**src/urs_pkg.sv**
```systemverilog
// Shared types, constants and the echo conversion function for the ultrasonic ranging sequencer.
package urs_pkg;

  localparam int unsigned TimeW   = 16;
  localparam int unsigned PulseW  = 8;
  localparam int unsigned ThreshW = 9;
  localparam int unsigned EchoW   = 16;
  localparam int unsigned DistW   = 11;
  localparam int unsigned CfgIdxW = 2;
  localparam int unsigned CfgDatW = 16;

  // Echo time to centimeters: floor(us * 17 / 1000) = floor(floor(us * 17 / 8) / 125).
  // The division by 125 is a multiply by ceil(2^25 / 125) followed by a 25-bit shift.
  localparam int unsigned ScaledW = 21;
  localparam int unsigned QuotInW = ScaledW - 3;
  localparam int unsigned RecipW  = 19;
  localparam int unsigned RecipSh = 25;
  localparam logic [RecipW-1:0] Recip125 = RecipW'(268436);
  localparam int unsigned ProdW   = QuotInW + RecipW;

  localparam logic [TimeW-1:0]   TimeMax        = '1;
  localparam logic [TimeW-1:0]   PeriodReset    = TimeW'(100);
  localparam logic [PulseW-1:0]  PulseReset     = PulseW'(2);
  localparam logic [ThreshW-1:0] ThresholdReset = ThreshW'(15);

  localparam logic [CfgIdxW-1:0] REG_PERIOD    = CfgIdxW'(0);
  localparam logic [CfgIdxW-1:0] REG_PULSE     = CfgIdxW'(1);
  localparam logic [CfgIdxW-1:0] REG_THRESHOLD = CfgIdxW'(2);

  typedef enum logic [1:0] {
    PH_IDLE = 2'd0,
    PH_TRIG = 2'd1,
    PH_WAIT = 2'd2
  } phase_t;

  typedef struct packed {
    logic [TimeW-1:0]   period_ms;
    logic [PulseW-1:0]  pulse_ms;
    logic [ThreshW-1:0] threshold_cm;
  } cfg_t;

  typedef struct packed {
    logic             ms_tick;
    logic             echo_seen;
    logic [DistW-1:0] echo_cm;
  } poll_t;

  typedef struct packed {
    logic             trigger_level;
    logic             distance_new;
    logic [DistW-1:0] distance_cm;
    logic             too_close;
  } result_t;

  function automatic logic [DistW-1:0] us_to_cm(input logic [EchoW-1:0] us);
    logic [ScaledW-1:0] scaled;
    logic [ProdW-1:0]   prod;
    scaled = {1'b0, us, 4'b0000} + {5'b00000, us};
    prod = {{RecipW{1'b0}}, scaled[ScaledW-1:3]} * {{QuotInW{1'b0}}, Recip125};
    return prod[RecipSh +: DistW];
  endfunction

endpackage

```
**src/urs_poll_if.sv**
```systemverilog
// Poll channel interface: one transaction per poll.
interface urs_poll_if;
  logic                        valid;
  logic                        ready;
  logic                        ms_tick;
  logic                        echo_seen;
  logic [urs_pkg::EchoW-1:0]   echo_us;

  modport source (output valid, output ms_tick, output echo_seen, output echo_us, input ready);
  modport sink   (input valid, input ms_tick, input echo_seen, input echo_us, output ready);
endinterface

```
**src/urs_result_if.sv**
```systemverilog
// Result channel interface: one transaction per poll result.
interface urs_result_if;
  logic                        valid;
  logic                        ready;
  logic                        trigger_level;
  logic                        distance_new;
  logic [urs_pkg::DistW-1:0]   distance_cm;
  logic                        too_close;

  modport source (output valid, output trigger_level, output distance_new,
                  output distance_cm, output too_close, input ready);
  modport sink   (input valid, input trigger_level, input distance_new,
                  input distance_cm, input too_close, output ready);
endinterface

```
**src/urs_cfg_if.sv**
```systemverilog
// Configuration write channel interface.
interface urs_cfg_if;
  logic                          valid;
  logic                          ready;
  logic [urs_pkg::CfgIdxW-1:0]   index;
  logic [urs_pkg::CfgDatW-1:0]   data;

  modport source (output valid, output index, output data, input ready);
  modport sink   (input valid, input index, input data, output ready);
endinterface

```
**src/ultrasonic_ranging_sequencer.sv**
```systemverilog
// Top level of the ultrasonic ranging sequencer: trigger timing and echo-to-distance results.
// A poll accepted by the input stage is registered there, then its result is registered in the result stage.
// Throughput: one poll per cycle while the result channel is ready; the sequencer step is a single registered pass.
// The echo conversion multiplier sits in the input stage, the state update in the result stage.
// Synchronous active-high reset clears the sequencer to idle, zero distance and default registers.
// Configuration writes are always ready and take effect on the following cycle.
module ultrasonic_ranging_sequencer (
  input  logic          clk,
  input  logic          rst,
  urs_poll_if.sink      poll,
  urs_result_if.source  res,
  urs_cfg_if.sink       cfg
);

  urs_pkg::cfg_t    cfg_regs;
  urs_pkg::poll_t   conv_poll;
  urs_pkg::result_t step_res;
  logic             conv_valid;
  logic             step_ready;

  urs_regs u_regs (
    .clk      (clk),
    .rst      (rst),
    .wr_valid (cfg.valid),
    .wr_index (cfg.index),
    .wr_data  (cfg.data),
    .wr_ready (cfg.ready),
    .cfg      (cfg_regs)
  );

  urs_conv u_conv (
    .clk       (clk),
    .rst       (rst),
    .in_valid  (poll.valid),
    .in_ready  (poll.ready),
    .ms_tick   (poll.ms_tick),
    .echo_seen (poll.echo_seen),
    .echo_us   (poll.echo_us),
    .out_valid (conv_valid),
    .out_ready (step_ready),
    .out_poll  (conv_poll)
  );

  urs_step u_step (
    .clk       (clk),
    .rst       (rst),
    .cfg       (cfg_regs),
    .in_valid  (conv_valid),
    .in_ready  (step_ready),
    .in_poll   (conv_poll),
    .out_valid (res.valid),
    .out_ready (res.ready),
    .out_res   (step_res)
  );

  assign res.trigger_level = step_res.trigger_level;
  assign res.distance_new  = step_res.distance_new;
  assign res.distance_cm   = step_res.distance_cm;
  assign res.too_close     = step_res.too_close;

  // A fresh distance only comes out of the wait phase, where the trigger is already low.
  a_no_trigger_with_fresh: assert property (@(posedge clk) disable iff (rst)
    res.valid |-> !(res.trigger_level && res.distance_new))
    else $error("trigger high on a result carrying a fresh distance");

  // The conversion never exceeds the distance of the longest echo.
  a_distance_range: assert property (@(posedge clk) disable iff (rst)
    res.valid |-> (res.distance_cm <= urs_pkg::DistW'(1114)))
    else $error("distance out of range");

  // A poll waiting in the input stage holds while the result stage is stalled.
  a_conv_hold: assert property (@(posedge clk) disable iff (rst)
    (conv_valid && !step_ready) |=> (conv_valid && $stable(conv_poll)))
    else $error("input stage lost or changed a stalled poll");

  // Reset empties the result stage.
  a_reset_empty: assert property (@(posedge clk)
    rst |=> !res.valid)
    else $error("result valid right after reset");

endmodule

```
**src/urs_regs.sv**
```systemverilog
// Configuration register file for period, pulse length and distance threshold.
module urs_regs (
  input  logic                        clk,
  input  logic                        rst,
  input  logic                        wr_valid,
  input  logic [urs_pkg::CfgIdxW-1:0] wr_index,
  input  logic [urs_pkg::CfgDatW-1:0] wr_data,
  output logic                        wr_ready,
  output urs_pkg::cfg_t               cfg
);

  assign wr_ready = 1'b1;

  always_ff @(posedge clk) begin
    if (rst) begin
      cfg.period_ms    <= urs_pkg::PeriodReset;
      cfg.pulse_ms     <= urs_pkg::PulseReset;
      cfg.threshold_cm <= urs_pkg::ThresholdReset;
    end else if (wr_valid) begin
      case (wr_index)
        urs_pkg::REG_PERIOD:    cfg.period_ms    <= wr_data[urs_pkg::TimeW-1:0];
        urs_pkg::REG_PULSE:     cfg.pulse_ms     <= wr_data[urs_pkg::PulseW-1:0];
        urs_pkg::REG_THRESHOLD: cfg.threshold_cm <= wr_data[urs_pkg::ThreshW-1:0];
        default: ;
      endcase
    end
  end

endmodule

```
**src/urs_conv.sv**
```systemverilog
// Input stage: registers a poll and converts its echo time to centimeters.
module urs_conv (
  input  logic                      clk,
  input  logic                      rst,
  input  logic                      in_valid,
  output logic                      in_ready,
  input  logic                      ms_tick,
  input  logic                      echo_seen,
  input  logic [urs_pkg::EchoW-1:0] echo_us,
  output logic                      out_valid,
  input  logic                      out_ready,
  output urs_pkg::poll_t            out_poll
);

  assign in_ready = !out_valid || out_ready;

  always_ff @(posedge clk) begin
    if (rst) begin
      out_valid <= 1'b0;
    end else if (in_ready) begin
      out_valid <= in_valid;
    end
  end

  always_ff @(posedge clk) begin
    if (in_valid && in_ready) begin
      out_poll.ms_tick   <= ms_tick;
      out_poll.echo_seen <= echo_seen;
      out_poll.echo_cm   <= urs_pkg::us_to_cm(echo_us);
    end
  end

endmodule

```
**src/urs_step.sv**
```systemverilog
// Sequencer state, one step per poll, and the registered result.
module urs_step (
  input  logic               clk,
  input  logic               rst,
  input  urs_pkg::cfg_t      cfg,
  input  logic               in_valid,
  output logic               in_ready,
  input  urs_pkg::poll_t     in_poll,
  output logic               out_valid,
  input  logic               out_ready,
  output urs_pkg::result_t   out_res
);

  urs_pkg::phase_t              phase, phase_next;
  logic [urs_pkg::TimeW-1:0]    elapsed_ms, elapsed_ms_next;
  logic                         echo_pending, echo_pending_next;
  logic [urs_pkg::DistW-1:0]    echo_held, echo_held_next;
  logic [urs_pkg::DistW-1:0]    last_distance, last_distance_next;
  logic                         trigger_out, trigger_out_next;
  logic                         fresh;
  logic [urs_pkg::TimeW-1:0]    elapsed_tick;
  logic                         take;

  assign in_ready = !out_valid || out_ready;
  assign take     = in_valid && in_ready;

  always_comb begin
    elapsed_tick = elapsed_ms;
    if (in_poll.ms_tick && (elapsed_ms != urs_pkg::TimeMax)) begin
      elapsed_tick = elapsed_ms + urs_pkg::TimeW'(1);
    end
    elapsed_ms_next    = elapsed_tick;
    echo_pending_next  = echo_pending || in_poll.echo_seen;
    echo_held_next     = in_poll.echo_seen ? in_poll.echo_cm : echo_held;
    last_distance_next = last_distance;
    trigger_out_next   = trigger_out;
    phase_next         = phase;
    fresh              = 1'b0;

    case (phase)
      urs_pkg::PH_IDLE: begin
        if (elapsed_tick > cfg.period_ms) begin
          elapsed_ms_next  = '0;
          trigger_out_next = 1'b1;
          phase_next       = urs_pkg::PH_TRIG;
        end
      end
      urs_pkg::PH_TRIG: begin
        if (elapsed_tick > {{(urs_pkg::TimeW - urs_pkg::PulseW){1'b0}}, cfg.pulse_ms}) begin
          trigger_out_next = 1'b0;
          phase_next       = urs_pkg::PH_WAIT;
        end
      end
      urs_pkg::PH_WAIT: begin
        if (echo_pending_next) begin
          last_distance_next = echo_held_next;
          echo_pending_next  = 1'b0;
          fresh              = 1'b1;
          phase_next         = urs_pkg::PH_IDLE;
        end else if (elapsed_tick > cfg.period_ms) begin
          phase_next = urs_pkg::PH_IDLE;
        end
      end
      default: begin
        phase_next = urs_pkg::PH_IDLE;
      end
    endcase
  end

  always_ff @(posedge clk) begin
    if (rst) begin
      phase         <= urs_pkg::PH_IDLE;
      elapsed_ms    <= '0;
      echo_pending  <= 1'b0;
      echo_held     <= '0;
      last_distance <= '0;
      trigger_out   <= 1'b0;
      out_valid     <= 1'b0;
    end else begin
      if (take) begin
        phase         <= phase_next;
        elapsed_ms    <= elapsed_ms_next;
        echo_pending  <= echo_pending_next;
        echo_held     <= echo_held_next;
        last_distance <= last_distance_next;
        trigger_out   <= trigger_out_next;
      end
      if (in_ready) begin
        out_valid <= in_valid;
      end
    end
  end

  always_ff @(posedge clk) begin
    if (take) begin
      out_res.trigger_level <= trigger_out_next;
      out_res.distance_new  <= fresh;
      out_res.distance_cm   <= last_distance_next;
      out_res.too_close     <= last_distance_next <
                               {{(urs_pkg::DistW - urs_pkg::ThreshW){1'b0}}, cfg.threshold_cm};
    end
  end

endmodule
```
**src/flat_wrapper.sv**
```systemverilog
// flat-port wrapper written by rule: the top's interface ports become plain ports
module ultrasonic_ranging_sequencer_flat 
  (clk, rst, poll_valid, poll_ms_tick, poll_echo_seen, poll_echo_us, poll_ready, res_valid, res_trigger_level, res_distance_new, res_distance_cm, res_too_close, res_ready, cfg_valid, cfg_index, cfg_data, cfg_ready);
  urs_poll_if poll_i ();
  urs_result_if res_i ();
  urs_cfg_if cfg_i ();
  input  logic clk;
  input  logic rst;
  input wire logic [$bits(poll_i.valid)-1:0] poll_valid;
  input wire logic [$bits(poll_i.ms_tick)-1:0] poll_ms_tick;
  input wire logic [$bits(poll_i.echo_seen)-1:0] poll_echo_seen;
  input wire logic [$bits(poll_i.echo_us)-1:0] poll_echo_us;
  output wire logic [$bits(poll_i.ready)-1:0] poll_ready;
  output wire logic [$bits(res_i.valid)-1:0] res_valid;
  output wire logic [$bits(res_i.trigger_level)-1:0] res_trigger_level;
  output wire logic [$bits(res_i.distance_new)-1:0] res_distance_new;
  output wire logic [$bits(res_i.distance_cm)-1:0] res_distance_cm;
  output wire logic [$bits(res_i.too_close)-1:0] res_too_close;
  input wire logic [$bits(res_i.ready)-1:0] res_ready;
  input wire logic [$bits(cfg_i.valid)-1:0] cfg_valid;
  input wire logic [$bits(cfg_i.index)-1:0] cfg_index;
  input wire logic [$bits(cfg_i.data)-1:0] cfg_data;
  output wire logic [$bits(cfg_i.ready)-1:0] cfg_ready;
  assign poll_i.valid = poll_valid;
  assign poll_i.ms_tick = poll_ms_tick;
  assign poll_i.echo_seen = poll_echo_seen;
  assign poll_i.echo_us = poll_echo_us;
  assign poll_ready = poll_i.ready;
  assign res_valid = res_i.valid;
  assign res_trigger_level = res_i.trigger_level;
  assign res_distance_new = res_i.distance_new;
  assign res_distance_cm = res_i.distance_cm;
  assign res_too_close = res_i.too_close;
  assign res_i.ready = res_ready;
  assign cfg_i.valid = cfg_valid;
  assign cfg_i.index = cfg_index;
  assign cfg_i.data = cfg_data;
  assign cfg_ready = cfg_i.ready;
  ultrasonic_ranging_sequencer u_core (.clk(clk), .rst(rst), .poll(poll_i), .res(res_i), .cfg(cfg_i));
endmodule
```
**config.mk**
```make
export PLATFORM = sky130hd
export DESIGN_NAME = ultrasonic_ranging_sequencer_flat
export DESIGN_NICKNAME = d
export VERILOG_FILES = /design/src/urs_pkg.sv /design/src/urs_poll_if.sv /design/src/urs_result_if.sv /design/src/urs_cfg_if.sv /design/src/ultrasonic_ranging_sequencer.sv /design/src/urs_regs.sv /design/src/urs_conv.sv /design/src/urs_step.sv /design/src/flat_wrapper.sv
export SDC_FILE = /design/constraint.sdc
export NUM_CORES = 1
export LEC_CHECK = 0
export ABC_AREA = 1
export BUFFER_PORTS_ARGS = -buffer_cell sky130_fd_sc_hd__buf_2
export CAP_MARGIN = 20
export CORE_UTILIZATION = 49
export DETAILED_ROUTE_END_ITERATION = 8
export PLACE_DENSITY = 0.63
export SYNTH_ARGS = -nofsm -noshare
export SYNTH_HDL_FRONTEND = slang
export SYNTH_SLANG_ARGS = --single-unit
```
**constraint.sdc**
```tcl
create_clock -name clk -period 8 [get_ports clk]
set_input_delay 0.4 -clock clk [delete_from_list [all_inputs] [get_ports clk]]
set_output_delay 0.4 -clock clk [all_outputs]
set_load 0.05 [all_outputs]
```
# --- Word level (Yosys, flattened, before mapping) ---
# Cells that the tools add are included.
word_totals:
  reg_bits: 104
  inputBits: 41
  elab_cells: 62
op_classes:
  addsub: 2
  mul: 1
  order_cmp: 3
  n_eq_ne: 8
  n_mux: 16
  reduce_logical: 14
op_table:
  columns: ["op", "n"]
  rows:
  - ["$mux W16", 3]
  - ["$mul A18 B17 Y34 const B", 1]
  - ["$mux W11", 3]
  - ["$add A20 B16 Y21", 1]
  - ["$add A16 B1 Y16 const B", 1]
  - ["$gt A16 B16 Y1", 1]
  - ["$gt A16 B8 Y1", 1]
  - ["$ne A16 B16 Y1 const B", 1]
  - ["$lt A11 B9 Y1", 1]
  - ["$mux W2", 4]
  - ["$pmux W2 S3", 1]
  - ["$reduce_and A2 Y1", 3]
  - ["$eq A2 B1 Y1 const B", 2]
  - ["$eq A2 B2 Y1 const B", 2]
  - ["$logic_not A2 Y1", 2]
  - ["$mux W1", 4]
  - ["$ne A2 B2 Y1 const B", 2]
  - ["$reduce_and A4 Y1", 1]
  - ["$logic_and A1 B1 Y1", 3]
  - ["$logic_or A1 B1 Y1", 3]
  - ["$ne A3 B3 Y1 const B", 1]
  - ["$logic_not A1 Y1", 2]
  - ["$pmux W1 S2", 1]

# --- Logic depth before layout (Yosys ltp) ---
logic_depth:
  ltp_word: 7
  mapped_depth: 32

# --- By module ---
# Synthesis repeated with hierarchy kept, for this count alone.
hier_totals:
  cells_unflattened: 1524
  area_unflattened_um2: 11065.6
modules_own_cells:
  columns: ["module", "n_inst", "cells_per_inst", "area_each_um2", "seq_area_each_um2"]
  rows:
  - ["urs_conv", 1, 778, 5771.8, 410.4]
  - ["urs_step", 1, 543, 3747.3, 1281.2]
  - ["urs_regs", 1, 203, 1546.5, 660.6]

# --- Worst setup path before layout ---
# Ideal clock, no wire load.
synth_path:
  path_type: "input to register"
  start: "in poll_echo_us[0]"
  end: "reg u_core.u_conv.out_poll[10] (netlist bit), data pin"
  setup_ps: 253
  arrival_time_ps: 5812
  required_ps: 7747
  setup_slack_ps: 1935
  cell_stages: 29
  cell_sequence: "ha_1 > fa_1 > nand3_1 > nand2_1 > nand2_1 > nand3b_1 > a21boi_1 > o21ai_0 > nand2_1 > nor2_1 > xor2_1 > ha_1 > inv_1 > fa_1 > fa_1 > inv_1 > fa_1 > inv_1 > fa_1 > inv_1 > ha_1 > a21oi_1 > o21ai_0 > a21oi_1 > o211a_1 > o21ai_0 > nand2_1 > nand2_1 > nand2_1"
synth_between:
  elab_chain_len: 2
synth_lines:
  columns: ["element", "line_no", "rtl"]
  rows:
  - ["start, declared", "flat_wrapper.sv:12", "input wire logic [$bits(poll_i.echo_us)-1:0] poll_echo_us;"]
  - ["$add A20 B16 Y21", "urs_pkg.sv:58", "scaled = {1'b0, us, 4'b0000} + {5'b00000, us};"]
  - ["$mul A18 B17 Y34", "urs_pkg.sv:59", "prod = {{RecipW{1'b0}}, scaled[ScaledW-1:3]} * {{QuotInW{1'b0}}, Recip125};"]
  - ["end, declared", "urs_conv.sv:12", "output urs_pkg::poll_t out_poll"]
# No other way between the ends.
# A chain may end at the register's enable or synchronous reset.

# --- Worst setup path in the final report ---
layout_path:
  start: "in poll_echo_us[4]"
  end: "reg u_core.u_conv.out_poll[9] (netlist bit), data pin"
# The elaborated chain is that of the path after synthesis.

==> results.txt <==
The floorplan row count is 52. The number of max-slew violations in the final report is 0. The post-route clock period utilization came out at 0.768.

The share of flip-flops with an asynchronous set or reset came out at 0. In this run the vertical extent of the chip is 145 µm. Entering global routing, the biggest net connects 56 pins. The region available for standard cell placement spans 0.0202 mm². The worst hold path begins at poll_echo_seen.

The first-pass iteration count of the detailed router came out at 5. In this run the clock root is driven by a clkbuf_16. The data arrival time of the critical path is 6.23 ns. For this run, the register share of the synthesized area comes to 0.233. By instance count, the cell type seen most on the critical path is fa_1. Summing all multi-input logic gate instances after layout gives around 0.0066 mm². The routed via count divided by cell count is 5.12. Summed over all layers, the routed wires come to 22600 µm. The count of nets left with antenna violations once routing finished came out at 0.

The post-route clock skew is 0.00794 ns. The maximum count of clock buffers along a single path came out at 2. Synthesis instantiated between 40 and 50 different standard cells from the library. The instance area after placement came out at 0.0106 mm².

The global router's overall resource usage is 0.221. The cts-stage hold buffer count is 0. The number of antenna violations at the first check in global routing came to 0. After routing the design area is 0.0109 mm². The leading cell type in the layout, fill and taps excluded is inv_1.

The number of filler instances in the final layout is 1974. The cell area after synthesis is slightly above 0.01 mm². The number of nets in the final layout is between 1500 and 2000.

By startpoint and endpoint, the worst setup path is classified as in2reg. The average footprint of a synthesized cell came out at slightly below 8 µm². Static timing analysis puts the maximum clock frequency at 163 MHz. The insertion delay of the later-clocked pin in the worst-skew pair came out at 0.35 ns. The end point of the critical path is u_core.u_conv.out_poll[9]. The final hold violation count is 0.

For this run, the number of Yosys warnings is 0. The slew at the pin closest to its max-slew limit came out at 0.863 ns. The number of endpoints failing setup at the final stage is 0. Compared with the post-synthesis result, the final layout area differs by 8.39%. Tracing the worst setup path back leads to its startpoint at poll_echo_us[4]. The routed wirelength normalized by instance count came out at 13.8 µm. The first-pass GRT wire length came out at 38200 µm. Of the cells placed in the final design, the portion with a size suffix greater than 1 is 0.0792.

The synthesized netlist cell count is 1312. TritonCTS built the clock tree. The number of I/O pins came out at 58. The biggest area contributor in the post-synthesis netlist is ha_1. By area the synthesized netlist is led by ha_1, dfxtp_1, inv_1, fa_1, nand2_1.

The via count of the first global-routing pass was 8082. The worst endpoint required time came out at 8.09 ns. The initial core utilization came out at 0.499. Clock-pin slew was measured on the worst setup and hold paths at approximately 0.08 ns. The number of antenna diodes in the final layout is 0. The post-CTS setup buffer count is 0. The count of input and output buffers is 56. The area of all sequential standard cells came out at between 0.002 and 0.0025 mm². Setup total negative slack on the finished layout was measured at 0 ns. The run finished with clean final reports. The critical path startpoint category is an input port. For flop-to-flop paths, the worst setup slack is 4.23 ns. The max-cap check violation count is 0. Subtracting the final worst setup slack from the clock period gives 6.14 ns. The routability congestion estimate from global placement is between 0.8 and 0.9. The total of cells resized after clock tree synthesis came out at 0. The TritonCTS buffer count came out at 9. Along the worst path, the maximum fanout reaches 6. The flip-flop and latch count after synthesis came out at approximately 100.

Headroom to the max-slew limit came out at 0.420. The depth of the worst register-to-register path came out at 19. The path class of the tightest hold or removal check is in2reg. In the synthesized netlist the dominant register cell turns out to be dfxtp_1. The H-tree was split into 3 levels. The die span in x came out at 145 µm. STA classifies the critical path endpoint as a flop. The kind of cell with the highest combined delay along the critical path is adder cells. In the routed design, unresolved DRC markers number 0. In this run the critical register-to-register path is captured at u_core.u_step.out_res[13].

The buffer and inverter count on the worst path is 6. The total number of cells along the worst setup path came out at 29. After the first detailed-routing iteration, the DRC count stood at approximately 410.

The total nets after synthesis is 1580. The detailed-placement wirelength estimate is 18500 µm. In the layout the commonest cells are inv_1, nand2_1, ha_1, a21oi_1, o21ai_0. The total overflow reported by the global router came out at 0.

The number of vias in the routed layout came out at 8359. The maximum cell stage delay along the critical path is roughly 0.53 ns. The full die area is about 0.021 mm². The worst flop-to-flop path startpoint is u_core.u_step.elapsed_ms[0]. Setup repair after global routing left no endpoint under its margin.

The count of flip-flops with a built-in enable after synthesis came out at 27. The area fraction of the dominant cell type after synthesis came out at 0.225. The critical path's slowest cell is fa_1. The number of clock sinks came out at about 100.
## worst min-delay path by stage
stage                                             to  slack [ns]  depth (start not counted)
after floorplan           u_core.u_step.echo_held[6]        0.42                          2
after global placement    u_core.u_step.echo_held[7]        0.43                          2
after detailed placement  u_core.u_step.echo_held[0]        0.44                          2
after CTS                 u_core.u_conv.out_poll[11]        0.21                          1
after global routing      u_core.u_conv.out_poll[11]        0.21                          1
final                     u_core.u_conv.out_poll[11]        0.22                          1
## metal layers
| metal | up-vias | share of wire | global-route usage | routed length [µm] |
|---|---|---|---|---|
| li1 | 4341 | - | - | - |
| met1 | 3838 | 0.47 | 0.286 | 10700 |
| met2 | 154 | 0.48 | 0.392 | 10900 |
| met3 | 26 | 0.025 | 0.0201 | 563 |
| met4 | 0 | 0.019 | 0.0653 | 421 |
| met5 | - | 0 | 0 | 0 |
## cells in the mapped netlist (all sizes together) (21+ instances only)
| cell | number |
|---|---|
| a21oi | 122 |
| clkbuf | 21 |
| dfxtp | 77 |
| edfxtp | 27 |
| fa | 46 |
| ha | 181 |
| inv | 267 |
| nand2 | 230 |
| nand3 | 44 |
| nor2 | 91 |
| o21ai | 95 |
| xor2 | 23 |
## cells by family (layout without fill, tap and decap cells)
kind of cell / after synthesis / in the layout / synth area share
compound gates: 257 / 257 / 0.142
xor+xnor: 33 / 33 / 0.0309
fa+ha+maj: 227 / 227 / 0.316
buf+inv: 295 / 347 / 0.111
flops: 104 / 104 / 0.233
mux: 2 / 2 / 0.00198
other cells: 1 / 1 / 0.000372
simple gates: 393 / 393 / 0.164
## state kept, by name, summed over array words and instances, names as in the netlist
signal and cells:
u_core.u_step.trigger_out 1, u_core.u_step.echo_pending 1, u_core.u_step.echo_held 11, u_core.u_conv.out_poll 13, u_core.u_step.out_res 14, u_core.u_step.last_distance 11, u_core.u_step.out_valid 1, u_core.u_conv.out_valid 1
u_core.u_step.phase 2, u_core.u_regs.cfg 33, u_core.u_step.elapsed_ms 16
## worst register-to-register path: cells and delay by family, from the launching register on
family	cells	cell delay, ns
buffers and inverters	2	0.18
AND/OR/NAND/NOR	12	2.09
AO/OA/AOI/OAI	3	0.37
adder cells (fa/ha/maj)	2	0.55
flip-flops	1	0.35
## per-stage QoR
| stage | setup slack (ns) | instances | utilization | hold slack (ns) |
|---|---|---|---|---|
| 2_1_floorplan | 1.94 | 1312 | - | 0.424 |
| 5_1_grt | 1.30 | 1634 | 0.540 | 0.207 |
| 3_3_place_gp | 1.60 | 1618 | 0.526 | 0.435 |
| 6_report | 1.86 | 1634 | 0.540 | 0.223 |
| 3_5_place_dp | 1.52 | 1618 | 0.526 | 0.441 |
| 4_1_cts | 1.89 | 1634 | 0.540 | 0.206 |
## layout make-up
cell class	count	share of cell area
clock buffers	10	0.0209
clock inverters	6	0.00561
inverters	268	0.0920
multi-input cells	913	0.605
flip-flops and latches	104	0.215
well taps	270	0.0309
repair buffers	63	0.0304
Power is left out: the tool's default activity adds up to more than one toggle a clock period on the data nets, which glitch-free logic cannot reach.
